[src/rtl/core/lcdw_pkg.sv]
package lcdw_pkg;

    // one input item
    typedef struct packed {
        logic [7:0] lcd_byte;
        logic       command;
    } t_in_item;

    // one bus symbol
    typedef struct packed {
        logic [1:0] symbol_kind;
        logic       sda_level;
        logic       last;
    } t_out_item;

    // address byte followed by the four expander bytes, first byte in the top bits
    localparam int FRAME_BYTES = 5;
    localparam int FRAME_W     = 8 * FRAME_BYTES;
    typedef logic [FRAME_W-1:0] t_frame;

    localparam logic [1:0] SYM_START = 2'd0;
    localparam logic [1:0] SYM_BIT   = 2'd1;
    localparam logic [1:0] SYM_ACK   = 2'd2;
    localparam logic [1:0] SYM_STOP  = 2'd3;

    localparam logic [7:0] XP_BACKLIGHT = 8'h08;
    localparam logic [7:0] XP_ENABLE    = 8'h04;
    localparam logic [7:0] XP_RS        = 8'h01;

    localparam int CFG_INDEX_W = 2;
    localparam int CFG_DATA_W  = 7;
    localparam logic [CFG_INDEX_W-1:0] CFG_DEVICE_ADDRESS = 2'd0;
    localparam logic [CFG_INDEX_W-1:0] CFG_BACKLIGHT_ON   = 2'd1;

    localparam logic [6:0] RST_DEVICE_ADDRESS = 7'h27;
    localparam logic       RST_BACKLIGHT_ON   = 1'b1;

    // bit slot counter: 0..7 data bits, then the ack slot
    localparam int BIT_CNT_W = 4;
    localparam logic [BIT_CNT_W-1:0] ACK_SLOT = 4'd8;
    localparam int BYTE_CNT_W = $clog2(FRAME_BYTES);
    localparam logic [BYTE_CNT_W-1:0] LAST_BYTE = BYTE_CNT_W'(FRAME_BYTES - 1);

endpackage

[src/rtl/core/lcdw_front.sv]
module lcdw_front (
    input  logic                                i_clk,
    input  logic                                i_rst_n,
    input  logic                                i_cfg_we,
    input  logic [lcdw_pkg::CFG_INDEX_W-1:0]    i_cfg_index,
    input  logic [lcdw_pkg::CFG_DATA_W-1:0]     i_cfg_data,
    input  lcdw_pkg::t_in_item                  i_item,
    output lcdw_pkg::t_frame                    o_frame
);

    logic [6:0] r_device_address;
    logic       r_backlight_on;
    logic [7:0] ctrl;
    logic [7:0] hi;
    logic [7:0] lo;

    always_ff @(posedge i_clk) begin
        if (!i_rst_n) begin
            r_device_address <= lcdw_pkg::RST_DEVICE_ADDRESS;
            r_backlight_on   <= lcdw_pkg::RST_BACKLIGHT_ON;
        end else if (i_cfg_we) begin
            case (i_cfg_index)
                lcdw_pkg::CFG_DEVICE_ADDRESS: r_device_address <= i_cfg_data[6:0];
                lcdw_pkg::CFG_BACKLIGHT_ON:   r_backlight_on   <= i_cfg_data[0];
                default: ;
            endcase
        end
    end

    always_comb begin
        ctrl = (i_item.command ? lcdw_pkg::XP_RS : 8'h00)
             | (r_backlight_on ? lcdw_pkg::XP_BACKLIGHT : 8'h00);
        hi   = {i_item.lcd_byte[7:4], 4'h0};
        lo   = {i_item.lcd_byte[3:0], 4'h0};
        // each nibble goes out with enable high, then again with enable low
        o_frame = {r_device_address, 1'b0,
                   hi | ctrl | lcdw_pkg::XP_ENABLE,
                   hi | ctrl,
                   lo | ctrl | lcdw_pkg::XP_ENABLE,
                   lo | ctrl};
    end

endmodule

[src/rtl/core/lcdw_fifo.sv]
module lcdw_fifo #(
    parameter int DEPTH = 2
) (
    input  logic              i_clk,
    input  logic              i_rst_n,
    input  logic              i_wr,
    input  lcdw_pkg::t_frame  i_wr_data,
    input  logic              i_rd,
    output lcdw_pkg::t_frame  o_rd_data,
    output logic              o_full,
    output logic              o_empty
);

    localparam int AW = (DEPTH > 1) ? $clog2(DEPTH) : 1;
    localparam int CW = $clog2(DEPTH + 1);

    lcdw_pkg::t_frame r_mem [DEPTH];
    logic [AW-1:0]    r_wr_ptr;
    logic [AW-1:0]    r_rd_ptr;
    logic [CW-1:0]    r_count;
    logic             do_wr;
    logic             do_rd;

    assign o_full    = (r_count == CW'(DEPTH));
    assign o_empty   = (r_count == '0);
    assign do_wr     = i_wr && !o_full;
    assign do_rd     = i_rd && !o_empty;
    assign o_rd_data = r_mem[r_rd_ptr];

    always_ff @(posedge i_clk) begin
        if (do_wr) begin
            r_mem[r_wr_ptr] <= i_wr_data;
        end
    end

    always_ff @(posedge i_clk) begin
        if (!i_rst_n) begin
            r_wr_ptr <= '0;
            r_rd_ptr <= '0;
            r_count  <= '0;
        end else begin
            if (do_wr) begin
                r_wr_ptr <= (r_wr_ptr == AW'(DEPTH - 1)) ? '0 : r_wr_ptr + 1'b1;
            end
            if (do_rd) begin
                r_rd_ptr <= (r_rd_ptr == AW'(DEPTH - 1)) ? '0 : r_rd_ptr + 1'b1;
            end
            if (do_wr && !do_rd) begin
                r_count <= r_count + 1'b1;
            end else if (do_rd && !do_wr) begin
                r_count <= r_count - 1'b1;
            end
        end
    end

endmodule

[src/rtl/core/lcdw_back.sv]
module lcdw_back (
    input  logic                 i_clk,
    input  logic                 i_rst_n,
    input  lcdw_pkg::t_frame     i_frame,
    input  logic                 i_frame_empty,
    output logic                 o_frame_pop,
    output lcdw_pkg::t_out_item  o_item,
    output logic                 o_empty,
    input  logic                 i_pop
);

    localparam logic [1:0] ST_START = 2'd0;
    localparam logic [1:0] ST_DATA  = 2'd1;
    localparam logic [1:0] ST_STOP  = 2'd2;

    logic [1:0]                          r_state;
    logic [1:0]                          n_state;
    lcdw_pkg::t_frame                    r_shift;
    lcdw_pkg::t_frame                    n_shift;
    logic [lcdw_pkg::BIT_CNT_W-1:0]      r_bit;
    logic [lcdw_pkg::BIT_CNT_W-1:0]      n_bit;
    logic [lcdw_pkg::BYTE_CNT_W-1:0]     r_byte;
    logic [lcdw_pkg::BYTE_CNT_W-1:0]     n_byte;
    logic                                r_out_valid;
    logic                                n_out_valid;
    lcdw_pkg::t_out_item                 r_out;
    lcdw_pkg::t_out_item                 n_out;
    logic                                advance;
    logic                                emit;

    // output register frees up when empty or when its symbol is taken
    assign advance     = !r_out_valid || i_pop;
    assign emit        = advance && ((r_state != ST_START) || !i_frame_empty);
    assign o_frame_pop = emit && (r_state == ST_START);
    assign o_item      = r_out;
    assign o_empty     = !r_out_valid;

    always_comb begin
        n_state = r_state;
        n_shift = r_shift;
        n_bit   = r_bit;
        n_byte  = r_byte;
        n_out   = r_out;
        case (r_state)
            ST_START: begin
                n_out   = '{symbol_kind: lcdw_pkg::SYM_START, sda_level: 1'b0, last: 1'b0};
                n_shift = i_frame;
                n_bit   = '0;
                n_byte  = '0;
                n_state = ST_DATA;
            end
            ST_DATA: begin
                if (r_bit == lcdw_pkg::ACK_SLOT) begin
                    n_out = '{symbol_kind: lcdw_pkg::SYM_ACK, sda_level: 1'b1, last: 1'b0};
                    n_bit = '0;
                    if (r_byte == lcdw_pkg::LAST_BYTE) begin
                        n_state = ST_STOP;
                    end else begin
                        n_byte = r_byte + 1'b1;
                    end
                end else begin
                    n_out   = '{symbol_kind: lcdw_pkg::SYM_BIT,
                                sda_level: r_shift[lcdw_pkg::FRAME_W-1], last: 1'b0};
                    n_shift = {r_shift[lcdw_pkg::FRAME_W-2:0], 1'b0};
                    n_bit   = r_bit + 1'b1;
                end
            end
            ST_STOP: begin
                n_out   = '{symbol_kind: lcdw_pkg::SYM_STOP, sda_level: 1'b1, last: 1'b1};
                n_state = ST_START;
            end
            default: begin
                n_state = ST_START;
            end
        endcase
    end

    always_comb begin
        if (emit) begin
            n_out_valid = 1'b1;
        end else if (i_pop) begin
            n_out_valid = 1'b0;
        end else begin
            n_out_valid = r_out_valid;
        end
    end

    always_ff @(posedge i_clk) begin
        if (emit) begin
            r_shift <= n_shift;
            r_out   <= n_out;
        end
    end

    always_ff @(posedge i_clk) begin
        if (!i_rst_n) begin
            r_state     <= ST_START;
            r_bit       <= '0;
            r_byte      <= '0;
            r_out_valid <= 1'b0;
        end else begin
            r_out_valid <= n_out_valid;
            if (emit) begin
                r_state <= n_state;
                r_bit   <= n_bit;
                r_byte  <= n_byte;
            end
        end
    end

`ifndef NO_ASSERTIONS
    a_last_only_on_stop: assert property (@(posedge i_clk) disable iff (!i_rst_n)
        r_out_valid && r_out.last |-> r_out.symbol_kind == lcdw_pkg::SYM_STOP)
        else $error("last flag on a symbol other than stop");

    a_counters_in_range: assert property (@(posedge i_clk) disable iff (!i_rst_n)
        r_bit <= lcdw_pkg::ACK_SLOT && r_byte <= lcdw_pkg::LAST_BYTE)
        else $error("bit or byte counter out of range");

    a_stop_then_start: assert property (@(posedge i_clk) disable iff (!i_rst_n)
        emit && r_state == ST_STOP |=> r_state == ST_START && r_out.last)
        else $error("stop symbol not followed by wait for next frame");

    a_frame_boundary: assert property (@(posedge i_clk) disable iff (!i_rst_n)
        r_state == ST_STOP || r_state == ST_START |-> r_bit == '0)
        else $error("frame ended in the middle of a byte");

    a_start_after_pop: assert property (@(posedge i_clk) disable iff (!i_rst_n)
        o_frame_pop |=> r_out_valid && r_out.symbol_kind == lcdw_pkg::SYM_START)
        else $error("frame taken without a start symbol");
`endif

endmodule

[src/rtl/core/i2c_char_lcd_byte_writer.sv]
// character-LCD byte writer for an HD44780 in 4-bit mode behind an I2C port expander
// input side is a queue: present i_item and raise push while full is low; each
// transfer carries one display byte and the instruction/data flag
// result side is a queue: while empty is low, o_item holds the oldest bus symbol,
// raise pop to take it
// every item turns into one I2C write of 47 symbols: start, address byte with
// write bit, four expander bytes, each followed by an ack slot, then stop
// an item is queued as a frame; the back end registers its start symbol on taking it
// symbols come out one per cycle while pop is held high; the bit serializer in the
// back end sets that rate, and when the next frame is already queued, its start
// follows the previous stop with no gap
// a small frame queue (FIFO_DEPTH entries) sits between the byte builder and the
// serializer, so items keep being taken while symbols drain
// when pop stays low the serializer holds its symbol and stops, the frame queue
// fills, and then full rises
// synchronous reset empties both queues and restores address 0x27 and backlight on
// registers: index 0 device_address, index 1 backlight_on, others are ignored
module i2c_char_lcd_byte_writer #(
    parameter int FIFO_DEPTH = 2
) (
    input  logic                              i_clk,
    input  logic                              i_rst_n,
    input  logic                              i_cfg_we,
    input  logic [lcdw_pkg::CFG_INDEX_W-1:0]  i_cfg_index,
    input  logic [lcdw_pkg::CFG_DATA_W-1:0]   i_cfg_data,
    input  logic                              push,
    output logic                              full,
    input  lcdw_pkg::t_in_item                i_item,
    output logic                              empty,
    input  logic                              pop,
    output lcdw_pkg::t_out_item               o_item
);

    lcdw_pkg::t_frame front_frame;
    lcdw_pkg::t_frame queue_frame;
    logic             queue_empty;
    logic             queue_pop;

    lcdw_front u_front (
        .i_clk       (i_clk),
        .i_rst_n     (i_rst_n),
        .i_cfg_we    (i_cfg_we),
        .i_cfg_index (i_cfg_index),
        .i_cfg_data  (i_cfg_data),
        .i_item      (i_item),
        .o_frame     (front_frame)
    );

    lcdw_fifo #(
        .DEPTH (FIFO_DEPTH)
    ) u_fifo (
        .i_clk     (i_clk),
        .i_rst_n   (i_rst_n),
        .i_wr      (push),
        .i_wr_data (front_frame),
        .i_rd      (queue_pop),
        .o_rd_data (queue_frame),
        .o_full    (full),
        .o_empty   (queue_empty)
    );

    lcdw_back u_back (
        .i_clk         (i_clk),
        .i_rst_n       (i_rst_n),
        .i_frame       (queue_frame),
        .i_frame_empty (queue_empty),
        .o_frame_pop   (queue_pop),
        .o_item        (o_item),
        .o_empty       (empty),
        .i_pop         (pop)
    );

endmodule
[config.mk]
export PLATFORM = sky130hd
export DESIGN_NAME = i2c_char_lcd_byte_writer
export DESIGN_NICKNAME = d
export VERILOG_FILES = /design/src/rtl/core/lcdw_pkg.sv /design/src/rtl/core/lcdw_front.sv /design/src/rtl/core/lcdw_fifo.sv /design/src/rtl/core/lcdw_back.sv /design/src/rtl/core/i2c_char_lcd_byte_writer.sv
export SDC_FILE = /design/constraint.sdc
export NUM_CORES = 1
export LEC_CHECK = 0
export BUFFER_PORTS_ARGS = -buffer_cell sky130_fd_sc_hd__buf_2
export CAP_MARGIN = 0
export CORE_MARGIN = 1.5
export CORE_UTILIZATION = 40
export DETAILED_ROUTE_END_ITERATION = 10
export PLACE_DENSITY = 0.64
export REMOVE_ABC_BUFFERS = 1
export SLEW_MARGIN = 20
export SYNTH_ARGS = -nofsm -noshare
export SYNTH_HDL_FRONTEND = slang
export SYNTH_HIERARCHICAL = 1
export SYNTH_SLANG_ARGS = --single-unit
[constraint.sdc]
create_clock -name i_clk -period 11.3 [get_ports i_clk]
set_input_delay 3.39 -clock i_clk [delete_from_list [all_inputs] [get_ports i_clk]]
set_output_delay 3.39 -clock i_clk [all_outputs]
set_load 0.005 [all_outputs]
==> results of run 1 <==
[cell usage after synthesis (2+ instances only)]
library cell / instances
sky130_fd_sc_hd__o21ai_1: 2
sky130_fd_sc_hd__nand3_1: 3
sky130_fd_sc_hd__nand4bb_1: 3
sky130_fd_sc_hd__nor2b_1: 7
sky130_fd_sc_hd__conb_1: 2
sky130_fd_sc_hd__o21a_1: 2
sky130_fd_sc_hd__xnor2_1: 2
sky130_fd_sc_hd__nor2_1: 6
sky130_fd_sc_hd__nand2_1: 16
sky130_fd_sc_hd__and3_1: 3
sky130_fd_sc_hd__mux2i_1: 6
sky130_fd_sc_hd__mux2_2: 79
sky130_fd_sc_hd__o211ai_1: 3
sky130_fd_sc_hd__and2_1: 4
sky130_fd_sc_hd__edfxtp_1: 124
sky130_fd_sc_hd__a31oi_1: 4
sky130_fd_sc_hd__buf_4: 34
sky130_fd_sc_hd__dfxtp_1: 23
sky130_fd_sc_hd__o21ai_0: 2
sky130_fd_sc_hd__a21oi_1: 6
sky130_fd_sc_hd__nand3b_1: 2
sky130_fd_sc_hd__buf_2: 10
sky130_fd_sc_hd__inv_1: 13
sky130_fd_sc_hd__ha_1: 11
[layout by cell type, fill, tap and decap left out, types with 5 or more instances in the layout]
cell type	netlist	routed
sky130_fd_sc_hd__mux2i_1	6	6
sky130_fd_sc_hd__inv_1	13	13
sky130_fd_sc_hd__clkbuf_16	0	17
sky130_fd_sc_hd__edfxtp_1	124	124
sky130_fd_sc_hd__nor2_1	6	6
sky130_fd_sc_hd__dfxtp_1	23	23
sky130_fd_sc_hd__conb_1	2	9
sky130_fd_sc_hd__clkinv_1	0	5
sky130_fd_sc_hd__nand2_1	16	16
sky130_fd_sc_hd__ha_1	11	10
sky130_fd_sc_hd__a21oi_1	6	5
sky130_fd_sc_hd__buf_2	10	28
sky130_fd_sc_hd__nor2b_1	7	7
sky130_fd_sc_hd__mux2_2	79	79
[cell families (layout without fill, tap and decap cells)]
logic type | count (synthesis) | in the layout
DFF | 147 | 147
muxes | 85 | 85
and+or+nand+nor | 59 | 59
buffers and inverters | 59 | 78
AOI/OAI and AO/OA | 27 | 27
adders and majority gates | 11 | 11
xor gates and xnor gates | 3 | 3
other | 2 | 9
[power by group]
group,internal [mW],switching (mW),total (mW)
sequential,0.780,0.0375,0.818
clock,0.299,0.203,0.502
combinational,0.199,0.245,0.444
total,1.28,0.486,1.76
[cell type report]
class	count	area share
Sequential cell	147	0.604
Clock inverter	15	0.0166
Inverter	14	0.00759
Clock buffer	17	0.0614
Multi-Input combinational cell	194	0.252
Tap cell	188	0.0340
Timing Repair Buffer	32	0.0246
[worst min path at each step]
stage	from	endpoint	cells past startpoint
floorplan	u_front/r_device_address[3]	u_fifo/r_mem[0][36]	0
global placement	u_front/r_device_address[3]	u_fifo/r_mem[0][36]	0
detailed placement	u_front/r_device_address[0]	u_fifo/r_mem[0][33]	0
CTS	u_front/r_device_address[0]	u_fifo/r_mem[0][33]	0
global route	u_front/r_device_address[0]	u_fifo/r_mem[1][33]	0
finish	u_front/r_device_address[0]	u_fifo/r_mem[0][33]	0
[registers in the layout, indices dropped and copies added (netlist names), named ones only]
signal	cells
u_fifo/r_mem	80
u_back/r_shift	40
u_fifo/r_rd_ptr	1
u_back/r_byte	3
u_front/r_backlight_on	1
u_back/o_item	4
u_back/r_bit	4
u_front/r_device_address	7
u_back/r_state	2
u_back/r_out_valid	1
u_fifo/r_wr_ptr	1
u_fifo/r_count	2
[through the flow]
stage / setup WS [ps] / total power, mW
finish: 6700 / 1.76
global placement: 6470 / 1.26
floorplan: 5180 / 1.16
global route: 6640 / 1.86
detailed placement: 6440 / 1.28
CTS: 6680 / 1.79
[routing by layer]
metal | routed length, um | vias up
met2 | 4100 | 46
met5 | 0 | -
met1 | 4230 | 1437
li1 | - | 1447
met4 | 169 | 0
met3 | 275 | 12
[worst max-delay path: cells and delay by family (launching register included)]
kind,cells,cell delay (ps)
buf+inv,2,200
simple gates,1,180
flops,1,420
==> results.txt, run 1 <==
The effective utilization at floorplan came out at 0.411. Of the total synthesized cell area, the portion taken by XOR and XNOR cells is 0.00421. The startpoint of the lowest-slack register-to-register path is u_back/r_state[1]. The detailed-route DRC error count came out at 0. The detailed-route vias per instance came out at 4.85.

After synthesis, the largest family of logic cells by area is multiplexers. The minimum clock period is 4600 ps. The remaining global-route overflow came out at 0. The slew at the pin with the worst max-slew slack came out at 1030 ps.

The distinct cell type count after synthesis came out at 50. The number of routed nets with antenna violations is 0. The endpoint type of the worst setup path is an output pin. The number of CTS-inserted buffers came out at 17.

The combined area of all synthesized cells is 0.00624 mm2. The post-route fraction of the period consumed by the critical path is 0.407. The mean area per synthesized cell is 15.9 um2. Setup repair after global routing left no endpoint under its margin. The flow ran to the end, and the final reports show no timing, DRC or antenna violations. The largest net degree at the start of global routing came out at 54. The clock tree buffer depth is 2.

The post-detailed-route wirelength per cell is 14.5 um. The post-DP HPWL came out at 5.10 mm. The most used flip-flop cell after synthesis is sky130_fd_sc_hd__edfxtp_1. The global-route track usage on met1 came out at 0.152. The floorplan has 45 rows. Of the total synthesized cell area, the portion taken by AND, OR, NAND and NOR gates is 0.0631. The instance area after placement came out at 0.00639 mm2. The number of clock sinks seen by CTS came out at 147. The biggest area contributor in the post-synthesis netlist is sky130_fd_sc_hd__edfxtp_1. The maximum net fanout on the critical path is 5. Measured along the y axis, the die boundary spans 128 um. The adder and majority gate portion of the synthesized area is 0.0220. After global routing, the most crowded layer is met2.

After synthesis, the share of flip-flops with an asynchronous set or reset is 0. The violation count after the first detailed-routing iteration is 163. The sum of routed wire length over all layers came out at 8.77 mm.

The I/O pin total came out at 29. The maximum level of the CTS H-tree came out at 4. In this run, synthesis inferred 124 flip-flops with an integrated enable. The final number of hold-violating endpoints came to 0. The terminus of the critical flop-to-flop path is u_back/r_shift[3]. The worst hold path belongs to the class reg2reg. For this run, the total global-route usage over all layers was measured as 0.115. The count of input and output buffers came out at 28. The global routing met3 resource utilization is 0.0317. The total count of max-transition violations in the final report is 0. The max-capacitance violation count came out at 0.

The static leakage came out at 2.35 nW. The clock latency at the later pin of the worst-skew pair came out at 400 ps. In this run, synthesis produced a sequential element count of 147.

The chip width is 128 um. The arrival time reported for the critical path endpoint is 1210 ps. The area occupied by registers is 0.00418 mm2.

The area occupied by multi-input gates is 0.00175 mm2. The setup total negative slack came out at 0 ps. The critical path goes through nand2b_1, inv_2, buf_2. The compound-cell area share of the yosys netlist is 0.0293.

The fraction of synthesized area in multiplexers came out at 0.152. The number of cells produced by synthesis came out at 393. The number of warnings printed during yosys synthesis is 6.

For this design the ratio of total power to cell area is 255 mW/mm2. Before antenna repair, the detailed router went through 4 iterations. Following the worst setup path forward leads to its endpoint at full. For this run, global-route usage on met2 was measured as 0.175. The floorplan step defined a die boundary enclosing 0.0164 mm2.

The count of nets after finishing came out at 440. The relative max-transition margin came out at 0.314. The minimum hold slack came out at 453 ps.

The number of antenna diodes is 0. The via count of the first global-routing pass was 3035. The setup-violating endpoint count in the final report came out at 0. The worst vdd rail ir drop came out at 0.0994 mV. The post-layout instance area came out at 0.00693 mm2. The first global-routing pass estimated 14.5 mm of wire. The category of the most critical setup path is reg2out. Once the clock tree was built, the resizer swapped 0 gates to a different size. Of the post-synthesis cell area, the dominant cell type holds 0.596. The beginning of the critical path is u_fifo/r_count[0]. The clock tree skew after final layout is 8.33 ps.

The number of setup buffers added after CTS is 0. The clock-pin slew on the worst setup and hold paths is 60 ps. The fraction of layout cells with a size suffix above 1 is 0.360. The fill cell instance count of the final layout is 1323.

The post-route non-filler standard cell count came out at 607. The TritonCTS clock tree is done. The number of placed instances, taps included, is 575. By area the synthesized netlist is led by sky130_fd_sc_hd__edfxtp_1 60%, sky130_fd_sc_hd__mux2_2 14%, sky130_fd_sc_hd__dfxtp_1 7.4%.

The number of antenna violations at the first check in global routing came out at 0. For the worst setup path, the data required time is 7910 ps. STA classifies the critical path startpoint as a register. The share of synthesized area occupied by flip-flops and latches is 0.670.

The final standard cell utilization of the core is 0.456. The worst-case reg-to-reg path depth is 7. For flop-to-flop paths, the worst setup slack is 8650 ps. At the end of routability-driven placement, the weighted congestion stood at 0.785. The core region is 0.0152 mm2. Static timing analysis puts the maximum clock frequency at 218 MHz. The slowest stage of the critical path is the sky130_fd_sc_hd__dfxtp_1 cell.

Clock tree synthesis selected as its root buffer the cell sky130_fd_sc_hd__clkbuf_16. The area added between synthesis and finish is 11.0%. Detailed routing inserted a total of 2942 vias.

The highest cell delay on the worst timing path came out at 420 ps. The number of hold buffers added after cts came out at 0.
Power figures use the tool's default switching activity.
==> run 2, diff against run 1 <==
--- a/config.mk
+++ b/config.mk
@@ -5,6 +5,7 @@
 export SDC_FILE = /design/constraint.sdc
 export NUM_CORES = 1
 export LEC_CHECK = 0
+export ABC_AREA = 1
 export BUFFER_PORTS_ARGS = -buffer_cell sky130_fd_sc_hd__buf_2
 export CAP_MARGIN = 0
 export CORE_MARGIN = 1.5
==> constraint.sdc (replaced) <==
create_clock -name i_clk -period 4.7 [get_ports i_clk]
set_input_delay 1.41 -clock i_clk [delete_from_list [all_inputs] [get_ports i_clk]]
set_output_delay 1.41 -clock i_clk [all_outputs]
set_load 0.005 [all_outputs]
==> run 2 against run 1 <==
Net effect:
- global-route usage increased by 0.94 points
- critical endpoint is now u_back/r_shift[2]
- clock power grew to 2.7 times the previous value
- core utilization up 0.43 points
- wire length rose by 6.5%
- register-to-register slack worse by 6700 ps
- combinational power up 140%
- sequential power up 140%
- worst hold slack improved by 7.0 ps
- synthesized area is 0.16% higher
==> results.txt, run 2 <==
The flow ran to the end, and the final reports show no timing, DRC or antenna violations. The CTS root buffer is sky130_fd_sc_hd__clkbuf_16. Measured against its own limit, the worst slew margin works out to 0.510. At the end of routability-driven placement, the weighted congestion stood at 0.781.

Yosys attributes the largest share of cell area to sky130_fd_sc_hd__edfxtp_1 60%, sky130_fd_sc_hd__nand2_1 9.2%, sky130_fd_sc_hd__dfxtp_1 7.4%. The final worst-path setup slack is 1960 ps. The power density relative to cell area is 631 mW/mm2.

STA classifies the critical path endpoint as a register. The slew at the pin with the worst max-slew slack is 735 ps. The clock latency at the later pin of the worst-skew pair is 410 ps. The total count of max-transition violations in the final report came to 0.

The type of element launching the critical path is a register. The final number of hold-violating endpoints was 0. The wire length of the first global-routing pass is 15.8 mm. The clock tree buffer depth is 2. The worst hold path belongs to the class reg2reg. The maximum net fanout on the critical path is 40. The overall die area is 0.0164 mm2. Of the total power, the share spent switching nets is 0.288. The combined area of all synthesized cells came out at 0.00625 mm2.

Detailed placement ended at an HPWL of 5.79 mm. The number of storage elements in the synthesis netlist came out at 147. The count of nets after finishing is 562.

The effective utilization at floorplan came out at 0.410. The worst hold path depth came out at 0. More flip-flops sit in one register than any other, and that register is u_fifo/r_mem. Setup repair after global routing left no endpoint under its margin. Leaving out fill and tap cells, the most frequent cells in the layout are 153 x sky130_fd_sc_hd__nand2_1, 124 x sky130_fd_sc_hd__edfxtp_1, 40 x sky130_fd_sc_hd__mux2_2, 36 x sky130_fd_sc_hd__inv_1, 28 x sky130_fd_sc_hd__buf_2.

The global-route track usage on met1 came out at 0.155. By count the netlist is led by 153 x sky130_fd_sc_hd__nand2_1, 124 x sky130_fd_sc_hd__edfxtp_1, 40 x sky130_fd_sc_hd__mux2_2. Fill cells in the final layout number 1391. The net switching power figure came out at 1.27 mW. In the final timing run, aggregate negative setup slack is 0 ps. The remaining global-route overflow came out at 0. The post-synthesis async set-or-reset flop share came out at 0.

The share of the Yosys chip area taken by registers is 0.669. The worst slack after detailed placement is 1550 ps. The via count of the first global-routing pass is 3449. Of the total power, combinational logic draws 0.245.

The average instance in the mapped netlist occupies 12.1 um2. 29 I/O pins were placed. The end point of the worst hold path is u_fifo/r_mem[0][34]. In the finished design, the share of the clock period the worst path needs comes to 0.583. The fraction of layout cells with a size suffix above 1 is 0.204. The clock-pin slew on the worst setup and hold paths is 60 ps. Across all register-to-register paths, the minimum setup slack is 1960 ps.

Input and output buffers added on the ports amount to 28. The required time at the endpoint of the critical path came out at 4740 ps. The critical path is of the reg2reg type. Dividing the detail-routed via count by the number of cells gives 4.58. The vertical die dimension is 128 um. For this run, the leading register cell type out of synthesis is sky130_fd_sc_hd__edfxtp_1. The met2 track demand over resource is 0.198.

The distinct cell type count after synthesis is 23. The number of hold buffers added after cts is 0. The startpoint identified for the worst register-to-register timing path is u_back/r_state[1]. The register with the most flip-flops in the layout has 80 of them.

For this run, the number of Yosys warnings is 6. The minimum hold slack came out at 460 ps. TritonCTS built the clock tree. The chip width came out at 128 um. Internal power comes to 3.16 mW. The number of CTS-inserted buffers is 17. The largest net degree at the start of global routing came out at 41.

The most common cell in the synthesized netlist is sky130_fd_sc_hd__nand2_1. The share of Yosys cell area claimed by the top area cell type came out at 0.595. Counting I/O delays and the setup requirement, the final critical path takes 2740 ps. The sum of internal, switching and leakage power is 4.43 mW. The worst-case reg-to-reg path depth came out at 7. The area added between synthesis and finish is 12.2%. The largest registers in the layout are u_fifo/r_mem (80), u_back/r_shift (40), u_front/r_device_address (7). After detailed routing, the average wire length per cell comes to 12.4 um. Across the VDD grid, the largest voltage drop is 0.276 mV.

Counting tap cells, the placed design contains a total of 720 instances. The violation count after the first detailed-routing iteration is 237. Setup violations remaining at the end of the flow were counted as 0. The dominant cell type by area after synthesis is sky130_fd_sc_hd__edfxtp_1.

Across the run, the number of max-cap violations was 0. The beginning of the worst hold path is u_front/r_device_address[1]. The number of synthesized flops with an enable pin is 124. The detailed-router iteration count before antenna repair is 5.

The arrival time reported for the critical path endpoint is 2780 ps. The floorplan core area came out at 0.0153 mm2. In this run the most used layer during global routing was met2. The endpoint identified for the worst register-to-register timing path is u_back/r_shift[2].

The final layout contains routed wiring with a total length of 9.34 mm. The H-tree was split into 4 levels. The post-route non-filler standard cell count is 752. Of the total power, registers draw 0.450.

The highest achievable clock rate is 365 MHz. The clock network fraction of total power is 0.305. The number of clock sinks seen by CTS is 147. After floorplanning, the core was divided into 45 placement rows.

After clock tree synthesis, the repair step resized 0 gates. The number of setup buffers added after CTS is 0. The clock tree skew after final layout came out at 6.32 ps. The number of cells produced by synthesis is 518. The number of routed nets with antenna violations came out at 0. The global-route usage over all layers came out at 0.125. The static leakage came out at 2.73 nW.

The most common library cell in the layout ignoring fill and taps is sky130_fd_sc_hd__nand2_1. The number of antenna violations at the first check in global routing is 1. The routed layout has 3447 vias.

In the routed design, unresolved DRC markers number 0. The global routing met3 resource utilization came out at 0.0376.
[run 2: cell type report]
type | instances | area (um2) | share of cell area
inverters | 36 | 135 | 0.0193
flip-flops and latches | 147 | 4180 | 0.596
repair buffers | 34 | 225 | 0.0321
clock buffers | 21 | 440 | 0.0627
multi-input cells | 292 | 1610 | 0.229
well taps | 211 | 264 | 0.0376
clock inverters | 10 | 159 | 0.0226
diodes | 1 | 2.50 | 0.000357
[run 2: per-stage QoR]
stage | area, um2 | utilization
after floorplan | 5910 | -
after global placement | 6360 | 0.417
after detailed placement | 6420 | 0.421
after CTS | 7020 | 0.460
after global routing | 7020 | 0.460
final | 7020 | 0.460
[run 2: per-layer routing]
metal / vias to the layer above / part of all wire / wire length (um)
met4: 0 / 0.020 / 188
met1: 1640 / 0.46 / 4300
met3: 16 / 0.043 / 404
met5: - / 0 / 0
met2: 64 / 0.48 / 4440
li1: 1727 / - / -
[run 2: how the worst max path moves through the flow]
stage / startpoint / to / cells past startpoint
after floorplan: pop / u_back/r_shift[0] / 6
after CTS: u_back/r_state[1] / u_back/r_shift[2] / 7
after global placement: pop / u_back/r_shift[0] / 8
after detailed placement: pop / u_back/r_shift[0] / 8
after global routing: u_back/r_state[1] / u_back/r_shift[8] / 7
final: u_back/r_state[1] / u_back/r_shift[2] / 7
[run 2: power groups by stage]
stage / clock network, mW / registers, mW / logic (mW)
2_1_floorplan: 0 / 2.05 / 0.738
3_3_place_gp: 0 / 2.01 / 1.05
3_5_place_dp: 0 / 2.02 / 1.09
4_1_cts: 1.38 / 1.99 / 1.10
5_1_grt: 1.44 / 2.02 / 1.24
6_report: 1.35 / 1.99 / 1.08
[run 2: worst max-delay path, stage by stage (launching register included)]
cell and delay, ps:
sky130_fd_sc_hd__dfxtp_1 350, sky130_fd_sc_hd__inv_1 120, sky130_fd_sc_hd__ha_1 640, sky130_fd_sc_hd__nor2_1 130, sky130_fd_sc_hd__nor2_2 390, sky130_fd_sc_hd__inv_1 180
sky130_fd_sc_hd__nor2_4 110, sky130_fd_sc_hd__buf_4 440
[run 2: logic make-up after synthesis]
kind of cell               after synthesis  synth area share
muxes                                   40            0.0720
adders and majority gates               11            0.0220
buffers and inverters                   86            0.0814
DFF                                    147             0.669
other                                    2           0.00120
AOI/OAI and AO/OA                       19            0.0164
and+or+nand+nor                        213             0.138
